## config.mk

```make
export PLATFORM = sky130hd
export DESIGN_NAME = ptp_regs
export DESIGN_NICKNAME = d
export VERILOG_FILES = /design/src/sv/ptp_pkg.sv /design/src/sv/ptp_regs.sv
export SDC_FILE = /design/constraint.sdc
export NUM_CORES = 1
export LEC_CHECK = 0
export ABC_AREA = 1
export BUFFER_PORTS_ARGS = -buffer_cell sky130_fd_sc_hd__buf_2
export CORE_MARGIN = 3
export CORE_UTILIZATION = 45
export CTS_CLUSTER_DIAMETER = 60
export CTS_CLUSTER_SIZE = 16
export DETAILED_ROUTE_END_ITERATION = 6
export GPL_TIMING_DRIVEN = 0
export MAX_ROUTING_LAYER = met4
export PLACE_DENSITY_LB_ADDON = 0.25
export SETUP_SLACK_MARGIN = 0.3
export SLEW_MARGIN = 10
export SYNTH_ARGS = -nofsm -noshare
export SYNTH_HDL_FRONTEND = slang
export SYNTH_SLANG_ARGS = --single-unit
```

## constraint.sdc

```tcl
create_clock -name clk -period 1.5 [get_ports clk]
set_clock_uncertainty 0.1 [all_clocks]
set_input_delay 0.15 -clock clk [delete_from_list [all_inputs] [get_ports clk]]
set_output_delay 0.15 -clock clk [all_outputs]
set_load 0.05 [all_outputs]
```

## src/sv/ptp_pkg.sv

```systemverilog
// ----------------------------------------------------------------------------
// ptp_pkg
// Shared types and constants of the point transform and projection block.
// ----------------------------------------------------------------------------
package ptp_pkg;

  localparam int unsigned DivBits  = 32;
  localparam logic signed [31:0] MinDepth = 32'sd256;
  localparam logic [31:0] ScaleNum = 32'h0100_0000;
  localparam int unsigned AddrBits = 6;

  // Register byte addresses
  typedef enum logic [AddrBits-1:0] {
    REG_MAT_ROW0    = 6'h00,
    REG_MAT_ROW1    = 6'h08,
    REG_MAT_ROW2    = 6'h10,
    REG_TRANS_X     = 6'h18,
    REG_TRANS_Y     = 6'h20,
    REG_TRANS_DEPTH = 6'h28,
    REG_CENTER_X    = 6'h30,
    REG_CENTER_Y    = 6'h38
  } reg_addr_t;

  typedef struct packed {
    logic [47:0]        mat_row0;
    logic [47:0]        mat_row1;
    logic [47:0]        mat_row2;
    logic signed [31:0] trans_x;
    logic signed [31:0] trans_y;
    logic signed [31:0] trans_depth;
    logic [11:0]        center_x;
    logic [11:0]        center_y;
  } cfg_t;

  // Classified point handed from the front part to the back part
  typedef struct packed {
    logic               visible;
    logic signed [31:0] num_x;
    logic signed [31:0] num_y;
    logic signed [31:0] depth;
  } point_t;

  typedef struct packed {
    logic        visible;
    logic [31:0] screen_x;
    logic [31:0] screen_y;
    logic [16:0] scale_factor;
    logic [31:0] depth_out;
  } result_t;

endpackage

```

## src/sv/ptp_regs.sv

```systemverilog
// ----------------------------------------------------------------------------
// ptp_regs
// APB register file holding the camera matrix, translation and center.
// ----------------------------------------------------------------------------
module ptp_regs (
  input  logic                            clk,
  input  logic                            rst,
  input  logic                            psel,
  input  logic                            penable,
  input  logic                            pwrite,
  input  logic [ptp_pkg::AddrBits-1:0]    paddr,
  input  logic [63:0]                     pwdata,
  output logic [63:0]                     prdata,
  output logic                            pready,
  output ptp_pkg::cfg_t                   cfg
);
  import ptp_pkg::*;

  logic wr;
  assign wr = psel && penable && pwrite;
  assign pready = 1'b1;

  // Write registers
  always_ff @(posedge clk) begin
    if (rst) begin
      cfg <= '0;
    end else if (wr) begin
      unique case (paddr)
        REG_MAT_ROW0:    cfg.mat_row0 <= pwdata[47:0];
        REG_MAT_ROW1:    cfg.mat_row1 <= pwdata[47:0];
        REG_MAT_ROW2:    cfg.mat_row2 <= pwdata[47:0];
        REG_TRANS_X:     cfg.trans_x <= pwdata[31:0];
        REG_TRANS_Y:     cfg.trans_y <= pwdata[31:0];
        REG_TRANS_DEPTH: cfg.trans_depth <= pwdata[31:0];
        REG_CENTER_X:    cfg.center_x <= pwdata[11:0];
        REG_CENTER_Y:    cfg.center_y <= pwdata[11:0];
        default: ;
      endcase
    end
  end

  // Read back
  always_comb begin
    unique case (paddr)
      REG_MAT_ROW0:    prdata = {16'h0, cfg.mat_row0};
      REG_MAT_ROW1:    prdata = {16'h0, cfg.mat_row1};
      REG_MAT_ROW2:    prdata = {16'h0, cfg.mat_row2};
      REG_TRANS_X:     prdata = {32'h0, cfg.trans_x};
      REG_TRANS_Y:     prdata = {32'h0, cfg.trans_y};
      REG_TRANS_DEPTH: prdata = {32'h0, cfg.trans_depth};
      REG_CENTER_X:    prdata = {52'h0, cfg.center_x};
      REG_CENTER_Y:    prdata = {52'h0, cfg.center_y};
      default:         prdata = '0;
    endcase
  end
endmodule

```

* After elaboration in Yosys (flattened, before gate mapping) *
Index checks and enable logic that the tools add are counted.
W data, S select, Z words.

cells by class
  $add $sub $neg = 0
  multipliers = 0
  div/mod/pow operators = 0
  $lt $le $gt $ge = 0
  eq/ne operators = 7
  shifts and indexed selects = 0
  mux-type cells = 1
  bitwise operators = 0
  reductions and logical operators = 11

operators by type and width
  cell                  number
  $pmux W48 S8          1
  $eq A6 B6 Y1 const B  4
  $reduce_and A2 Y1     8
  $eq A6 B5 Y1 const B  2
  $eq A6 B4 Y1 const B  1
  $logic_not A6 Y1      1
  $logic_and A1 B1 Y1   2

word-level totals
  register bits = 264
  bits in latches = 0
  RAM bits = 0
  bits in read-only memories = 0
  output and inout bits = 329
  memories kept = 0

* Logic depth before layout (Yosys ltp) *
Gate-level depths: netlist of the first run.

  word-level depth = 3
  gate-level depth with buffers = 9
  mapped depth without buffers = 8

* Worst setup path after synthesis of the first run *
OpenSTA, ideal clock, no wires.

  kind = input to output
  start = in paddr[1] (netlist name)
  end = out prdata[34]
  arrival time = 1,465 ps
  slack = -215 ps
  stages = 7
  buffers on the path = 2
  cell sequence = nor2_2 buf_4 nand3_1 inv_1 clkbuf_1 nand2_1 nand3_1

between the ends
  word-level cells in the longest chain between the ends = 2

ends and longest elaborated chain
  what                                  line            RTL
  from (decl)                           ptp_regs.sv:11  input logic [ptp_pkg::AddrBits-1:0] paddr,
  $eq A6 B6 Y1 (tied with other cells)  ptp_regs.sv:44  unique case (paddr)
  $pmux W48 S8 *                        ptp_regs.sv:44
  to (decl)                             ptp_regs.sv:13  output logic [63:0] prdata,

Mark *: on every way between the ends. The rest lies on a longest branch, timed or not.

* Worst setup path after layout of the first run *
  start = reg cfg[231] (netlist name)
  end = out prdata[15]

between the ends
  word-level cells in the longest chain between the ends = 1

ends and longest elaborated chain
  what          line            RTL
  from (decl)   ptp_regs.sv:15  output ptp_pkg::cfg_t cfg
  $pmux W48 S8  ptp_regs.sv:44

Every way passes these cells.

==> impl_metrics.tcl, run 1 <==
set metrics [dict create \
    status "finished with violations" \
    violations "negative setup slack" \
    syn_avg_cell_area_um2 6.29 \
    clk_latency_ns 0.54 \
    powerDensity_mw_per_mm2 648 \
    tritoncts.num_buffers 24 \
    iteration_0_drc_markers 2616 \
    layout.cells.most_common_list "sky130_fd_sc_hd__nor2_1, sky130_fd_sc_hd__nand2_1, sky130_fd_sc_hd__buf_8" \
    globalRouteTotalUtil 0.403 \
    clk_pin_slew_ns 0.07 \
    yosys.cell_types.count 18 \
    hold_viol 0 \
    tritoncts_clock_tree "built" \
    final-instance-count-excl-fill 3009 \
    tightest_slew_ns 0.906 \
    reported_max_cap_violation_count 0 \
    worst-path-max-fanout 3 \
    routed_wirelength_mm 70.0 \
    ir_drop_mv 0.797 \
    final-seq-area_mm2 0.00581 \
    fill_cells 1594 \
    mostFrequentLayoutCell "sky130_fd_sc_hd__nor2_1" \
    drt.antenna.violating_nets 0 \
    synthesis.area_mm2 0.0129 \
    drive_above_1_share 0.444 \
    routability_congestion 0.942 \
    crit_arrival_ns 1.57 \
    h-tree-depth 1 \
    timing.final.setup_violations 81 \
    ys.warnings.count 0 \
    grt_start_max_net_pins 17 \
    fp.dieArea_mm2 0.0307 \
    worst_max_slew_margin_expressed_relative_to_the_limit 0.392 \
    grt_setup_unrepaired "true" \
    fp.coreArea_mm2 0.0280 \
    cts-root-to-sink-buffers 3 \
    post-route-cell-area_mm2 0.0228 \
    final.period_utilization 1.21 \
    floorplan.initialDensity 0.460 \
    fin_hold_ws_ns 0.0251 \
    placedInstanceArea_mm2 0.0157 \
    largest_register_ff_count 264 \
    antenna_found_initial 1 \
    clockRootBuffer "sky130_fd_sc_hd__clkbuf_16" \
    synth_instances 2049 \
    io_pins 404 \
    hold_path_class "input port to flop" \
    registers.top_by_ff_count "cfg" \
    std_cell_rows 61 \
    crit_required_ns 1.25 \
    dr_total_vias 17821 \
    post_synthesis_sequential_area_ratio 0.410 \
    drt_pre_antenna_iters 7 \
    timing.critical_path.from_type "flop" \
    report.final.slew_viol_count 0 \
    period_needed_ns 1.82 \
    die_width_um 175 \
    fp.dieH_um 175 \
    p_leak_nw 10.6 \
    endpoint_kind "output port" \
    timing.setup.critical_path_class "flop to output port" \
    place.port_buffers 370 \
    grt_overflow_total 0 \
    detail_route.vias_per_cell 5.92 \
    routedWlPerCell_um 23.3 \
    place_inst 2812 \
    number_of_remaining_drc_errors 0 \
    registers_with_the_most_flip_flops "cfg x264" \
    first_global_vias 15951 \
    ys_seq_elements 264 \
    area_growth_pct 77.0 \
    multiInputGateArea_mm2 0.00763 \
    cts_sinks 264 \
    final_net_count 2695 \
    layout_setup_ws_ns -0.316 \
    achievable-frequency_mhz 551 \
    dpl_worst_slack_ns -0.717 \
    grt_first_pass_wirelength_mm 93.7 \
    dp_hpwl_mm 42.1 \
]
==> worst max-delay path, stage by stage (launching register included) <==
cell	delay, ns
sky130_fd_sc_hd__dfxtp_2	0.36
sky130_fd_sc_hd__nand4_1	0.20
sky130_fd_sc_hd__nand2_2	0.19
sky130_fd_sc_hd__nor2_4	0.06
sky130_fd_sc_hd__nand2_2	0.07
sky130_fd_sc_hd__buf_8	0.14
==> path summary, 6_finish.rpt <==
kind	startpoint	to	cells past startpoint	slack (ns)
worst max-delay path	cfg[231]	prdata[15]	5	-0.32
worst min register to register	cfg[51]	cfg[51]	2	0.40
worst max register to register	cfg[119]	cfg[119]	3	0.56
worst min-delay path	pwdata[6]	cfg[62]	5	0.03
==> where the power goes <==
part	switching, mW	internal, mW	leakage [nW]
clock	3.07	3.13	0.361
combinational	1.17	0.530	7.97
sequential	0.0210	6.86	2.28
total	4.26	10.5	10.6
==> area by class of cell <==
class	count	area share
Inverter	81	0.0137
Timing Repair Buffer	530	0.287
Antenna cell	1	0.000110
Buffer	171	0.0580
Tap cell	378	0.0207
Sequential cell	264	0.255
Clock inverter	9	0.00362
Clock buffer	27	0.0282
Multi-Input combinational cell	1548	0.334
==> per-stage QoR <==
step                      TNS (ns)  utilization  total power, mW
after CTS                    -7.15        0.738             14.6
after detailed placement   -139.23        0.560             8.46
after global routing        -19.08        0.815             15.1
after floorplan                  0            -             8.01
final                       -18.70        0.815             14.8
after global placement     -130.73        0.560             8.45
==> routing by layer <==
metal  vias to the layer above  share of wire  track usage
li1                       7616              -            -
met1                      8234           0.34        0.479
met2                      1536           0.45        0.637
met3                       435           0.13       0.0914
met4                         0          0.079        0.215
met5                         -              0            -
==> cells in the mapped netlist <==
| master | number | area [um2] |
|---|---|---|
| sky130_fd_sc_hd__buf_4 | 36 | 270 |
| sky130_fd_sc_hd__nand2_1 | 608 | 2280 |
| sky130_fd_sc_hd__buf_2 | 63 | 315 |
| sky130_fd_sc_hd__dfxtp_1 | 264 | 5290 |
| sky130_fd_sc_hd__clkbuf_1 | 53 | 199 |
| sky130_fd_sc_hd__nor2_1 | 598 | 2240 |
| sky130_fd_sc_hd__nor2_2 | 10 | 62.6 |
| sky130_fd_sc_hd__nand3_2 | 2 | 20.0 |
| sky130_fd_sc_hd__nor3_2 | 4 | 40.0 |
| sky130_fd_sc_hd__buf_1 | 19 | 71.3 |
| sky130_fd_sc_hd__nand4_1 | 190 | 1190 |
| sky130_fd_sc_hd__nor2_4 | 1 | 11.3 |
| sky130_fd_sc_hd__inv_2 | 7 | 26.3 |
| sky130_fd_sc_hd__conb_1 | 2 | 7.51 |
| sky130_fd_sc_hd__nand2_2 | 1 | 6.26 |
| sky130_fd_sc_hd__inv_1 | 74 | 278 |
| sky130_fd_sc_hd__a21oi_1 | 20 | 100 |
| sky130_fd_sc_hd__nand3_1 | 97 | 485 |
==> logic make-up (layout without fill, tap and decap cells) <==
logic type / count (synthesis) / after routing / share of synthesized area
other: 2 / 18 / 0.000582
buffers and inverters: 252 / 818 / 0.0900
DFF: 264 / 264 / 0.410
and+or+nand+nor: 1511 / 1511 / 0.492
AOI/OAI and AO/OA: 20 / 20 / 0.00776
==> what timing repair did <==
action                                 in CTS  in global routing
resized for setup                        1067                704
pin swaps                                  97                 67
endpoints found under the hold margin     132                  0
cloned                                      4                  3
buffers inserted                           76                 41
hold buffers                               36                  0
setup endpoints to repair                 572                547
No activity file was read; power rests on OpenSTA's default activity.
==> inputs of run 2 (changes only) <==
--- a/config.mk
+++ b/config.mk
@@ -12,7 +12,6 @@
 export CTS_CLUSTER_DIAMETER = 60
 export CTS_CLUSTER_SIZE = 16
 export DETAILED_ROUTE_END_ITERATION = 6
-export GPL_TIMING_DRIVEN = 0
 export MAX_ROUTING_LAYER = met4
 export PLACE_DENSITY_LB_ADDON = 0.25
 export SETUP_SLACK_MARGIN = 0.3
==> constraint.sdc (replaced) <==
create_clock -name clk -period 1.5 [get_ports clk]
set_clock_uncertainty 0.1 [all_clocks]
set_input_delay 0.15 -clock clk [delete_from_list [all_inputs] [get_ports clk]]
set_output_delay 0.15 -clock clk [all_outputs]
set_load 0.1 [all_outputs]
==> run 2 against run 1 <==
Net effect:
- clock power up 13%
- critical path depth unchanged
- register-to-register slack worse by 0.24 ns
- via count grew 4.8%
- worst setup slack got worse by 0.13 ns
- sequential share of layout area down 0.79 points
- wire length up 14%
- total power increased by 5.0%
- global-route usage is 3.2 points higher
- largest cell class unchanged
- non-clock buffer count decreased by 99
- the run still ends with negative setup slack left
- largest power group is now the clock network
- maximum frequency fell by 6.7%
- core utilization rose by 8.7 points
==> impl_metrics.tcl, run 2 (same netlist as run 1, synthesis figures left out) <==
set metrics [dict create \
    worst_max_slew_margin_expressed_relative_to_the_limit 0.346 \
    h-tree-depth 1 \
    critical-path-top-delay-family "simple AND/OR/NAND/NOR gates" \
    floorplan.initialDensity 0.460 \
    tritoncts_clock_tree "built" \
    number_of_remaining_drc_errors 0 \
    clk_pin_slew_ns 0.08 \
    timing.setup.critical_path_class "flop to output port" \
    largest_stage_delay_worst_path_ns 0.37 \
    die_width_um 175 \
    achievable-frequency_mhz 514 \
    worst-path-max-fanout 3 \
    grt_first_pass_wirelength_mm 102 \
    multiInputGateArea_mm2 0.00792 \
    largest_register_ff_count 264 \
    status "finished with violations" \
    crit_arrival_ns 1.70 \
    crit_required_ns 1.25 \
    dp_hpwl_mm 35.8 \
    endpoint_kind "output port" \
    timing.critical_path.from_type "flop" \
    iteration_0_drc_markers 3341 \
    mostFrequentLayoutCell "sky130_fd_sc_hd__nor2_1" \
    clk_latency_ns 0.55 \
    grt_overflow_total 0 \
    fp.dieH_um 175 \
    io_pins 404 \
    timing.critical_path.cells "nand4_1 -> nand2_2 -> nor2_4 -> nand2_4 -> buf_12" \
    area_growth_pct 95.8 \
    hold_path_class "input port to flop" \
    tightest_slew_ns 0.977 \
    routability_congestion 1.03 \
    first_global_vias 17088 \
    tritoncts.num_buffers 26 \
    registers_with_the_most_flip_flops "cfg x264" \
    std_cell_rows 61 \
    violations "negative setup slack" \
    layout.cells.most_common_list "sky130_fd_sc_hd__nor2_1, sky130_fd_sc_hd__nand2_1, sky130_fd_sc_hd__buf_12" \
    fp.dieArea_mm2 0.0307 \
    grt_setup_unrepaired "true" \
    fin_hold_ws_ns 0.0124 \
    grt_start_max_net_pins 61 \
    antenna_found_initial 2 \
    final_net_count 2598 \
    cts-root-to-sink-buffers 3 \
    ir_drop_mv 0.818 \
    p_leak_nw 10.9 \
    fp.coreArea_mm2 0.0280 \
    timing.critical_path.slowest_stage_cell "sky130_fd_sc_hd__dfxtp_4" \
    design_power_total_mw 15.5 \
    reported_max_cap_violation_count 0 \
    hold_viol 0 \
    dpl_worst_slack_ns -0.316 \
    routed_wirelength_mm 79.4 \
    drt_pre_antenna_iters 7 \
    fill_cells 1077 \
    report.final.slew_viol_count 0 \
    period_needed_ns 1.95 \
    clockRootBuffer "sky130_fd_sc_hd__clkbuf_16" \
    final-seq-area_mm2 0.00623 \
    globalRouteTotalUtil 0.435 \
    final-instance-count-excl-fill 2922 \
    timing.final.setup_violations 65 \
    place.port_buffers 370 \
    detail_route.vias_per_cell 6.39 \
    routedWlPerCell_um 27.2 \
    powerDensity_mw_per_mm2 615 \
    timing.critical_path.buf_inv 1 \
    place_inst 2737 \
    layout_setup_ws_ns -0.446 \
    dr_total_vias 18678 \
    drt.antenna.violating_nets 0 \
    cts_sinks 264 \
    registers.top_by_ff_count "cfg" \
    final.period_utilization 1.30 \
    drive_above_1_share 0.449 \
]
==> run 2: cell types whose count changed in the layout (fill, tap and decap cells not counted), moves of 17 or more <==
cell and delta:
sky130_fd_sc_hd__nand2_4 +32, sky130_fd_sc_hd__clkbuf_1 -20, sky130_fd_sc_hd__dfxtp_4 +159, sky130_fd_sc_hd__buf_8 -278, sky130_fd_sc_hd__buf_6 -58, sky130_fd_sc_hd__buf_2 -46, sky130_fd_sc_hd__buf_12 +334, sky130_fd_sc_hd__dfxtp_2 -142
sky130_fd_sc_hd__nand2_2 -40, sky130_fd_sc_hd__dfxtp_1 -17
==> run 2: cell type report <==
class	count	area share
diodes	2	0.000198
clock buffers	33	0.0284
clock inverters	14	0.00595
inverters	81	0.0126
multi-input cells	1548	0.313
flip-flops and latches	264	0.247
well taps	378	0.0187
repair buffers	602	0.374
==> run 2: through the flow <==
stage,util,area [um2],TNS (ns)
3_3_place_gp,0.618,17300,-34.04
2_1_floorplan,-,13900,0
6_report,0.901,25200,-13.96
3_5_place_dp,0.618,17300,-37.73
5_1_grt,0.901,25200,-15.11
4_1_cts,0.841,23600,-8.52
==> run 2: timing repair <==
action	CTS	global route
hold endpoints to repair	159	9
buffers inserted	17	63
gates cloned	4	12
resized for setup	1340	260
pin swaps	66	83
hold buffers	37	3
endpoints found under the setup margin	312	367
==> run 2: worst min-delay path, cell delays in order <==
cell and delay [ns]:
sky130_fd_sc_hd__buf_2 0.08, sky130_fd_sc_hd__inv_1 0.16, sky130_fd_sc_hd__nand2_1 0.12, sky130_fd_sc_hd__nand2_1 0.05, sky130_fd_sc_hd__nor2_1 0.07
==> run 2: worst paths after layout <==
kind | from | to | slack (ns) | cells past startpoint
worst max-delay path | cfg[19] | prdata[7] | -0.45 | 5
worst min-delay path | pwdata[9] | cfg[129] | 0.01 | 5
worst max register to register | cfg[18] | cfg[18] | 0.32 | 2
worst min register to register | cfg[171] | cfg[171] | 0.39 | 2
==> run 2: routing by layer <==
| metal | vias to the layer above | wire length [um] | track usage |
|---|---|---|---|
| met5 | - | 0 | - |
| met4 | 0 | 8250 | 0.278 |
| met3 | 760 | 12300 | 0.119 |
| li1 | 7435 | - | - |
| met2 | 2062 | 34500 | 0.671 |
| met1 | 8421 | 24500 | 0.499 |
==> run 2: power by group <==
part	internal [mW]	switching [mW]	leakage [nW]
Combinational	0.602	1.34	8.16
Sequential	6.58	0.0270	2.33
Clock	3.66	3.32	0.420
Total	10.8	4.69	10.9
==> inputs of run 3 (changes only) <==
--- a/config.mk
+++ b/config.mk
@@ -6,6 +6,7 @@
 export NUM_CORES = 1
 export LEC_CHECK = 0
 export ABC_AREA = 1
+export ABC_CLOCK_PERIOD_IN_PS = 1500
 export BUFFER_PORTS_ARGS = -buffer_cell sky130_fd_sc_hd__buf_2
 export CORE_MARGIN = 3
 export CORE_UTILIZATION = 45
@@ -14,7 +15,6 @@
 export DETAILED_ROUTE_END_ITERATION = 6
 export MAX_ROUTING_LAYER = met4
 export PLACE_DENSITY_LB_ADDON = 0.25
-export SETUP_SLACK_MARGIN = 0.3
 export SLEW_MARGIN = 10
 export SYNTH_ARGS = -nofsm -noshare
 export SYNTH_HDL_FRONTEND = slang
==> run 3 against run 2 <==
Net effect:
- the flow still finishes with violations (negative setup slack)
- total power rose by 0.79%
- sequential power increased by 6.2%
- via count down 11%
- combinational power is 4% higher
- first-iteration DRC count decreased by 30%
- clock power decreased by 5.2%
- non-clock buffer count up 4
- worst hold slack improved by 0.034 ns
- sequential share of layout area increased by 1.1 points
- core utilization decreased by 12 points
- clock-buffer cell count down 4
==> impl_metrics.tcl, run 3 (same netlist as run 1, synthesis figures left out) <==
set metrics [dict create \
    reported_max_cap_violation_count 0 \
    largest_register_ff_count 264 \
    grt_first_pass_wirelength_mm 85.0 \
    top_signal_layer_used "met4" \
    final_net_count 2601 \
    std_cell_rows 61 \
    post_route_m1_wl_mm 22.8 \
    largest_stage_delay_worst_path_ns 0.19 \
    status "finished with violations" \
    dp_hpwl_mm 36.4 \
    crit_arrival_ns 1.50 \
    antenna-diode-count 0 \
    routability_congestion 0.990 \
    grt_start_max_net_pins 57 \
    first_global_vias 14796 \
    number_of_remaining_drc_errors 0 \
    routed_wirelength_mm 60.5 \
    clk_latency_ns 0.52 \
    violations "negative setup slack" \
    area_growth_pct 69.8 \
    layout_setup_ws_ns -0.248 \
    p_leak_nw 10.6 \
    die_width_um 175 \
    achievable-frequency_mhz 572 \
    antenna_found_initial 0 \
    fp.coreArea_mm2 0.0280 \
    cts_sinks 264 \
    routedWlPerCell_um 20.7 \
    layout.cells.most_common_list "sky130_fd_sc_hd__nor2_1, sky130_fd_sc_hd__nand2_1, sky130_fd_sc_hd__buf_4" \
    h-tree-depth 1 \
    final.period_utilization 1.17 \
    fp.dieH_um 175 \
    place.port_buffers 370 \
    clockRootBuffer "sky130_fd_sc_hd__clkbuf_16" \
    drive_above_1_share 0.459 \
    timing.setup.critical_path_class "input port to output port" \
    hold_path_class "input port to flop" \
    floorplan.initialDensity 0.460 \
    met3WireLength_mm 6.59 \
    detail_route.vias_per_cell 5.66 \
    timing.critical_path.cells "buf_8 -> buf_6 -> nor2_4 -> inv_4 -> nor2_4 -> buf_12 -> buf_8 -> nand2_1 -> nand2_2 -> nor2_4 -> nand2_4 -> buf_12" \
    globalRouteTotalUtil 0.355 \
    layout.core_utilization 0.782 \
    iteration_0_drc_markers 2343 \
    worst_max_slew_margin_expressed_relative_to_the_limit 0.622 \
    hold_viol 0 \
    io_pins 404 \
    tritoncts.num_buffers 25 \
    crit_required_ns 1.25 \
    dr_total_vias 16533 \
    timing.critical_path.from_type "input port" \
    endpoint_kind "output port" \
    min_path_cells 5 \
    report.final.slew_viol_count 0 \
    drt_pre_antenna_iters 6 \
    mostFrequentLayoutCell "sky130_fd_sc_hd__nor2_1" \
    clk_pin_slew_ns 0.08 \
    fp.dieArea_mm2 0.0307 \
    tightest_slew_ns 0.567 \
    crit_top_cell "sky130_fd_sc_hd__nor2_4" \
    grt_overflow_total 0 \
    timing.critical_path.slowest_stage_cell "sky130_fd_sc_hd__nor2_4" \
    cts-root-to-sink-buffers 3 \
    worst_r2r_path_depth 3 \
    registers_with_the_most_flip_flops "cfg x264" \
    powerDensity_mw_per_mm2 715 \
    grt_setup_unrepaired "true" \
    registers.top_by_ff_count "cfg" \
    tritoncts_clock_tree "built" \
    ir_drop_mv 0.727 \
    dpl_worst_slack_ns -0.367 \
    route.met2.wl_mm 27.9 \
    period_needed_ns 1.75 \
    drt.antenna.violating_nets 0 \
    worst-path-max-fanout 4 \
    timing.final.setup_violations 48 \
]
[run 3: layout make-up]
| type | instances | area, um2 |
|---|---|---|
| inverters | 81 | 332 |
| fillers | 1850 | 6110 |
| clock buffers | 29 | 671 |
| repair buffers | 606 | 6560 |
| flip-flops and latches | 264 | 5640 |
| multi-input cells | 1548 | 8070 |
| clock inverters | 13 | 161 |
| well taps | 378 | 473 |
[run 3: per-stage QoR]
step	std cells	hold WS, ns	TNS, ns	area (um2)	power (mW)
final	2919	0.0467	-10.14	21900	15.7
after global routing	2919	0.0568	-12.12	21900	16.0
after CTS	2868	0.00118	-8.49	20400	15.4
after detailed placement	2751	0.362	-57.44	17300	8.64
after global placement	2751	0.354	-50.24	17300	8.63
after floorplan	2064	0.275	0	13800	8.15
[run 3: critical path: cells and delay by family]
family | cells | cell delay [ns]
buf+inv | 6 | 0.72
simple gates | 6 | 0.62
[run 3: final timing paths]
kind,from,endpoint,slack [ns]
setup / recovery,paddr[5],prdata[15],-0.25
hold / removal,pwdata[0],cfg[12],0.05
setup reg to reg,cfg[1],cfg[1],0.68
hold reg to reg,cfg[187],cfg[187],0.38
[run 3: what timing repair did]
action                                 in CTS  in global routing
setup endpoints to repair                 312                 53
pin swaps                                  91                 68
cloned                                     12                 19
endpoints found under the hold margin     159                  0
gates resized for setup                   470                197
hold buffers                               36                  0
buffers inserted                           27                 34
[run 3: per-layer routing]
layer | vias to the layer above | global-route usage
li1 | 7427 | -
met2 | 1201 | 0.557
met4 | 0 | 0.149
met1 | 7675 | 0.449
met3 | 230 | 0.0696
met5 | - | -
[run 3: report_power, final]
part           total (mW)  leakage (nW)  switching (mW)  internal [mW]
clock                6.63         0.408            3.02           3.61
sequential           7.02          2.26          0.0183           7.00
combinational        2.01          7.96            1.29          0.719
total                15.7          10.6            4.33           11.3
